File: config.mk
export PLATFORM = sky130hd
export DESIGN_NAME = pbfa_merge
export DESIGN_NICKNAME = d
export VERILOG_FILES = /design/src/hdl/packed_bit_field_array_macros.svh /design/src/hdl/pbfa_pkg.sv /design/src/hdl/pbfa_merge.sv
export SDC_FILE = /design/constraint.sdc
export NUM_CORES = 1
export LEC_CHECK = 0
export BUFFER_PORTS_ARGS = -buffer_cell sky130_fd_sc_hd__buf_2
export CAP_MARGIN = 5
export CORE_ASPECT_RATIO = 1.25
export CORE_MARGIN = 8
export CORE_UTILIZATION = 34
export DETAILED_ROUTE_END_ITERATION = 16
export PLACE_DENSITY = 0.62
export SLEW_MARGIN = 20
export SYNTH_ARGS = -nofsm -noshare
export SYNTH_HDL_FRONTEND = slang
export SYNTH_SLANG_ARGS = --single-unit
File: constraint.sdc
create_clock -name vclk -period 3.2
set_clock_uncertainty 0.2 [all_clocks]
set_input_delay 0 -clock vclk [all_inputs]
set_output_delay 0 -clock vclk [all_outputs]
set_load 0.005 [all_outputs]
File: src/hdl/packed_bit_field_array_macros.svh
// ----------------------------------------------------------------------------
// packed_bit_field_array assertion macros
// concurrent assertion helpers, clocked on clk, disabled in reset
// ----------------------------------------------------------------------------
`ifndef PACKED_BIT_FIELD_ARRAY_MACROS_SVH
`define PACKED_BIT_FIELD_ARRAY_MACROS_SVH

// same-cycle implication
`define PBFA_ASSERT_NOW(label, ante, cons) \
	label: assert property (@(posedge clk) disable iff (!arst_n) (ante) |-> (cons)) \
		else $error("packed_bit_field_array: same-cycle check failed");

// next-cycle implication
`define PBFA_ASSERT_NEXT(label, ante, cons) \
	label: assert property (@(posedge clk) disable iff (!arst_n) (ante) |=> (cons)) \
		else $error("packed_bit_field_array: next-cycle check failed");

`endif

File: src/hdl/pbfa_pkg.sv
// ----------------------------------------------------------------------------
// pbfa_pkg
// shared types and constants of the packed bit-field array
// ----------------------------------------------------------------------------
package pbfa_pkg;

	localparam int WORD_COUNT_DEFAULT = 1024;
	localparam int DATA_W             = 64;
	localparam int ELEM_W_W           = 7;
	localparam int POS_W              = 16;
	localparam int OFFS_W             = 6;
	localparam int WORD_IDX_W         = 16;
	localparam int BIT_ADDR_W         = 23;
	localparam int IN_TDATA_W         = 80;
	localparam int OUT_TDATA_W        = 72;

	localparam logic [ELEM_W_W-1:0] ELEM_BITS_RESET = 7'd8;
	localparam logic [ELEM_W_W-1:0] ELEM_BITS_MAX   = 7'd64;

	typedef enum logic {
		KIND_READ  = 1'b0,
		KIND_WRITE = 1'b1
	} kind_t;

	typedef enum logic [1:0] {
		ST_IDLE,
		ST_READ,
		ST_MODIFY
	} state_t;

	// decoded access, carried from the address stage to the modify stage
	typedef struct packed {
		kind_t               kind;
		logic                lo_odd;
		logic                straddle;
		logic                oor;
		logic [OFFS_W-1:0]   offs;
		logic [DATA_W-1:0]   mask;
	} access_t;

	function automatic logic [DATA_W-1:0] width_mask(input logic [ELEM_W_W-1:0] w);
		logic [DATA_W-1:0] m;
		if (w >= ELEM_BITS_MAX) begin
			m = '1;
		end else begin
			m = (DATA_W'(1) << w) - DATA_W'(1);
		end
		return m;
	endfunction

endpackage

File: src/hdl/pbfa_merge.sv
// ----------------------------------------------------------------------------
// pbfa_merge
// field extract and insert over a pair of adjacent words
// ----------------------------------------------------------------------------
module pbfa_merge (
	input  pbfa_pkg::access_t           ctl,
	input  logic [pbfa_pkg::DATA_W-1:0] lo_word,
	input  logic [pbfa_pkg::DATA_W-1:0] hi_word,
	input  logic [pbfa_pkg::DATA_W-1:0] wr_value,
	output logic [pbfa_pkg::DATA_W-1:0] rd_value,
	output logic [pbfa_pkg::DATA_W-1:0] new_lo,
	output logic [pbfa_pkg::DATA_W-1:0] new_hi
);

	localparam int PAIR_W = 2 * pbfa_pkg::DATA_W;

	logic [PAIR_W-1:0] pair;
	logic [PAIR_W-1:0] pair_shr;
	logic [PAIR_W-1:0] mask_shl;
	logic [PAIR_W-1:0] val_shl;
	logic [PAIR_W-1:0] pair_new;

	always_comb begin
		pair     = {hi_word, lo_word};
		pair_shr = pair >> ctl.offs;
		rd_value = pair_shr[pbfa_pkg::DATA_W-1:0] & ctl.mask;
		// insert the masked value, keep all other bits of both words
		mask_shl = PAIR_W'(ctl.mask) << ctl.offs;
		val_shl  = PAIR_W'(wr_value & ctl.mask) << ctl.offs;
		pair_new = (pair & ~mask_shl) | val_shl;
		new_lo   = pair_new[pbfa_pkg::DATA_W-1:0];
		new_hi   = pair_new[PAIR_W-1:pbfa_pkg::DATA_W];
	end

endmodule

==> results.json <==
{
  "drc": 0,
  "hp-start": "lo_word[0]",
  "violations": "setup timing",
  "period_share_pct": 104,
  "die_height_um": 283,
  "placeableCoreArea_um2": 56900,
  "seq_cells": 0,
  "worstSetupEndpointType": "output pin",
  "synth-seq-area-share_pct": 0,
  "grt_first_pass_wirelength_um": 205000,
  "post-route-min-period_ns": 3.32,
  "syn_area_um2": 19400,
  "start_kind": "input pin",
  "hold_violations": 0,
  "postLayoutCoreUtil_pct": 41.5,
  "drt-pass1-iter-count": 7,
  "routabilityCongestion": 1.09,
  "outcome": "complete, but fails checks",
  "worstHoldPathType": "in -> out",
  "cp.arrival_ns": 3.12,
  "pre_cts_slack_ns": 0.135,
  "grt_usage_pct": 43.3,
  "ys_warn_count": 0,
  "max_freq_mhz": 301,
  "worst_pin_slew_ns": 1.25,
  "path_cells": "buf_8, buf_12, mux4_2, mux2i_1, nand2_1, a32oi_1, a211oi_1, a31oi_1, buf_2",
  "crit_start": "ctl[64]",
  "synth_cells": 2254,
  "register_area_um2": 0,
  "cts_setup_buffers": 0,
  "syn2layout_area_growth_pct": 21.4,
  "wirelength_um": 150000,
  "gr-total-overflow": 0,
  "worstPathRequired_ns": 3.00,
  "synth_top_area_cell": "mux4_2",
  "cap_violations": 0,
  "antenna_found_initial": 15,
  "whs_ns": 0.144,
  "layout-drive-gt1-share_pct": 42.7,
  "place_hpwl_um": 118000,
  "grt_pass1_vias": 26606,
  "clock_buffers": 0,
  "grt_max_degree": 98,
  "synth.net_count": 2520,
  "setup_slack_ns": -0.121,
  "crit_type": "in -> out",
  "drt_iter0_drc": 4346,
  "max_slew_margin_pct": 14.8,
  "dieArea_um2": 65100,
  "synth_top_area_share_pct": 35.0,
  "postSynthAreaPerCell_um2": 8.62,
  "slew_viol_final": 0,
  "nets": 2961,
  "cp_num_buf_inv": 3,
  "die-width_um": 230,
  "ioPinCount": 458,
  "initial_utilization_pct": 34.2,
  "ant_nets": 0,
  "vias": 26479,
  "io_buffers": 452,
  "slowest_stage": "a32oi_1",
  "critPathMaxStageDelay_ns": 0.59,
  "ys_top_cells_by_area": "mux4_2, mux2i_1, mux2_2, nand2_1, o21ai_0",
  "rsz0062_at_grt": "false",
  "synthDistinctLibCells": 73,
  "viasPerCell": 7.66,
  "worstPathMaxFanout": 32,
  "finalSetupViolCount": 1,
  "cp_top_family": "compound AO/OA/AOI/OAI gates",
  "core.rowCount": 98,
  "detail_route.wl_per_cell_um": 43.3
}
==> routing by layer <==
layer	part of all wire, %	vias up	GRT usage [%]
met5	0.029	-	0
li1	-	10128	-
met2	44	2549	66.4
met4	9.2	6	32.1
met1	34	13099	51.0
met3	13	697	12.4
==> repair_timing <==
action                                 in CTS  in global routing
setup endpoints to repair                   0                  4
endpoints found under the hold margin       1                  0
hold buffers                                1                  0
resized for setup                           0                  4
==> synthesized netlist by cell type (14+ instances only) <==
library cell,n
a211oi_1,36
a21oi_1,65
a221oi_1,25
a22o_1,26
a22oi_1,29
a31oi_1,36
and2_1,16
buf_1,39
buf_2,63
buf_4,14
buf_6,19
clkbuf_1,109
inv_1,26
mux2_2,143
mux2i_1,187
mux4_2,302
nand2_1,314
nand2b_1,19
nand3_1,29
nor2_1,151
nor2b_1,14
o211ai_1,34
o21a_1,18
o21ai_0,143
o21ai_1,45
o221ai_1,30
o22a_1,28
o22ai_1,76
o31a_1,19
==> tightest hold or removal path: cells and delay by family <==
kind	cells	cell delay [ns]
multiplexers	1	0.14
buffers and inverters	2	0.20
==> final cells by class <==
| class | count | area (um^2) |
|---|---|---|
| Tap cell | 750 | 938 |
| Antenna cell | 12 | 30.0 |
| Inverter | 28 | 109 |
| Multi-Input combinational cell | 1978 | 18100 |
| Fill cell | 5992 | 33300 |
| Timing Repair Buffer | 687 | 4390 |
==> metrics by stage <==
step           cell area (um^2)  setup TNS [ns]  std cells
2_1_floorplan             19400               0       2254
3_3_place_gp              23500               0       3442
3_5_place_dp              23500               0       3442
4_1_cts                   23500               0       3443
5_1_grt                   23600               0       3445
6_report                  23600          -0.121       3455
==> final timing paths <==
kind | cells after the start | end | slack [ns]
max | 9 | new_hi[14] | -0.12
min | 3 | new_lo[0] | 0.14
==> cell families (layout without fill, tap and decap cells) <==
group | count (synthesis) | after routing | share of synthesized area (%)
AO/OA/AOI/OAI | 752 | 752 | 27.1
other | 0 | 12 | 0
AND/OR/NAND/NOR | 589 | 589 | 12.8
multiplexers | 637 | 637 | 53.2
buffers and inverters | 276 | 715 | 6.93
==> placed cells by master (no fill, tap or decap), drive strengths merged, types with 10 or more instances in the layout <==
cell type	Yosys	layout
o22ai	76	76
and3	11	11
o221ai	30	30
o2bb2ai	13	13
o22a	28	28
and2	18	18
mux4	302	302
nand3	29	29
inv	28	27
o211ai	34	34
nand2	314	314
o31a	19	19
a21oi	65	65
diode	0	12
nor3	10	10
nand2b	19	19
o21ai	188	188
mux2	148	148
a22oi	29	29
a31oi	36	36
mux2i	187	187
nor2	151	151
a22o	26	26
a211oi	36	36
o211a	12	12
buf	138	686
o21a	18	18
nor2b	14	14
a221oi	25	25
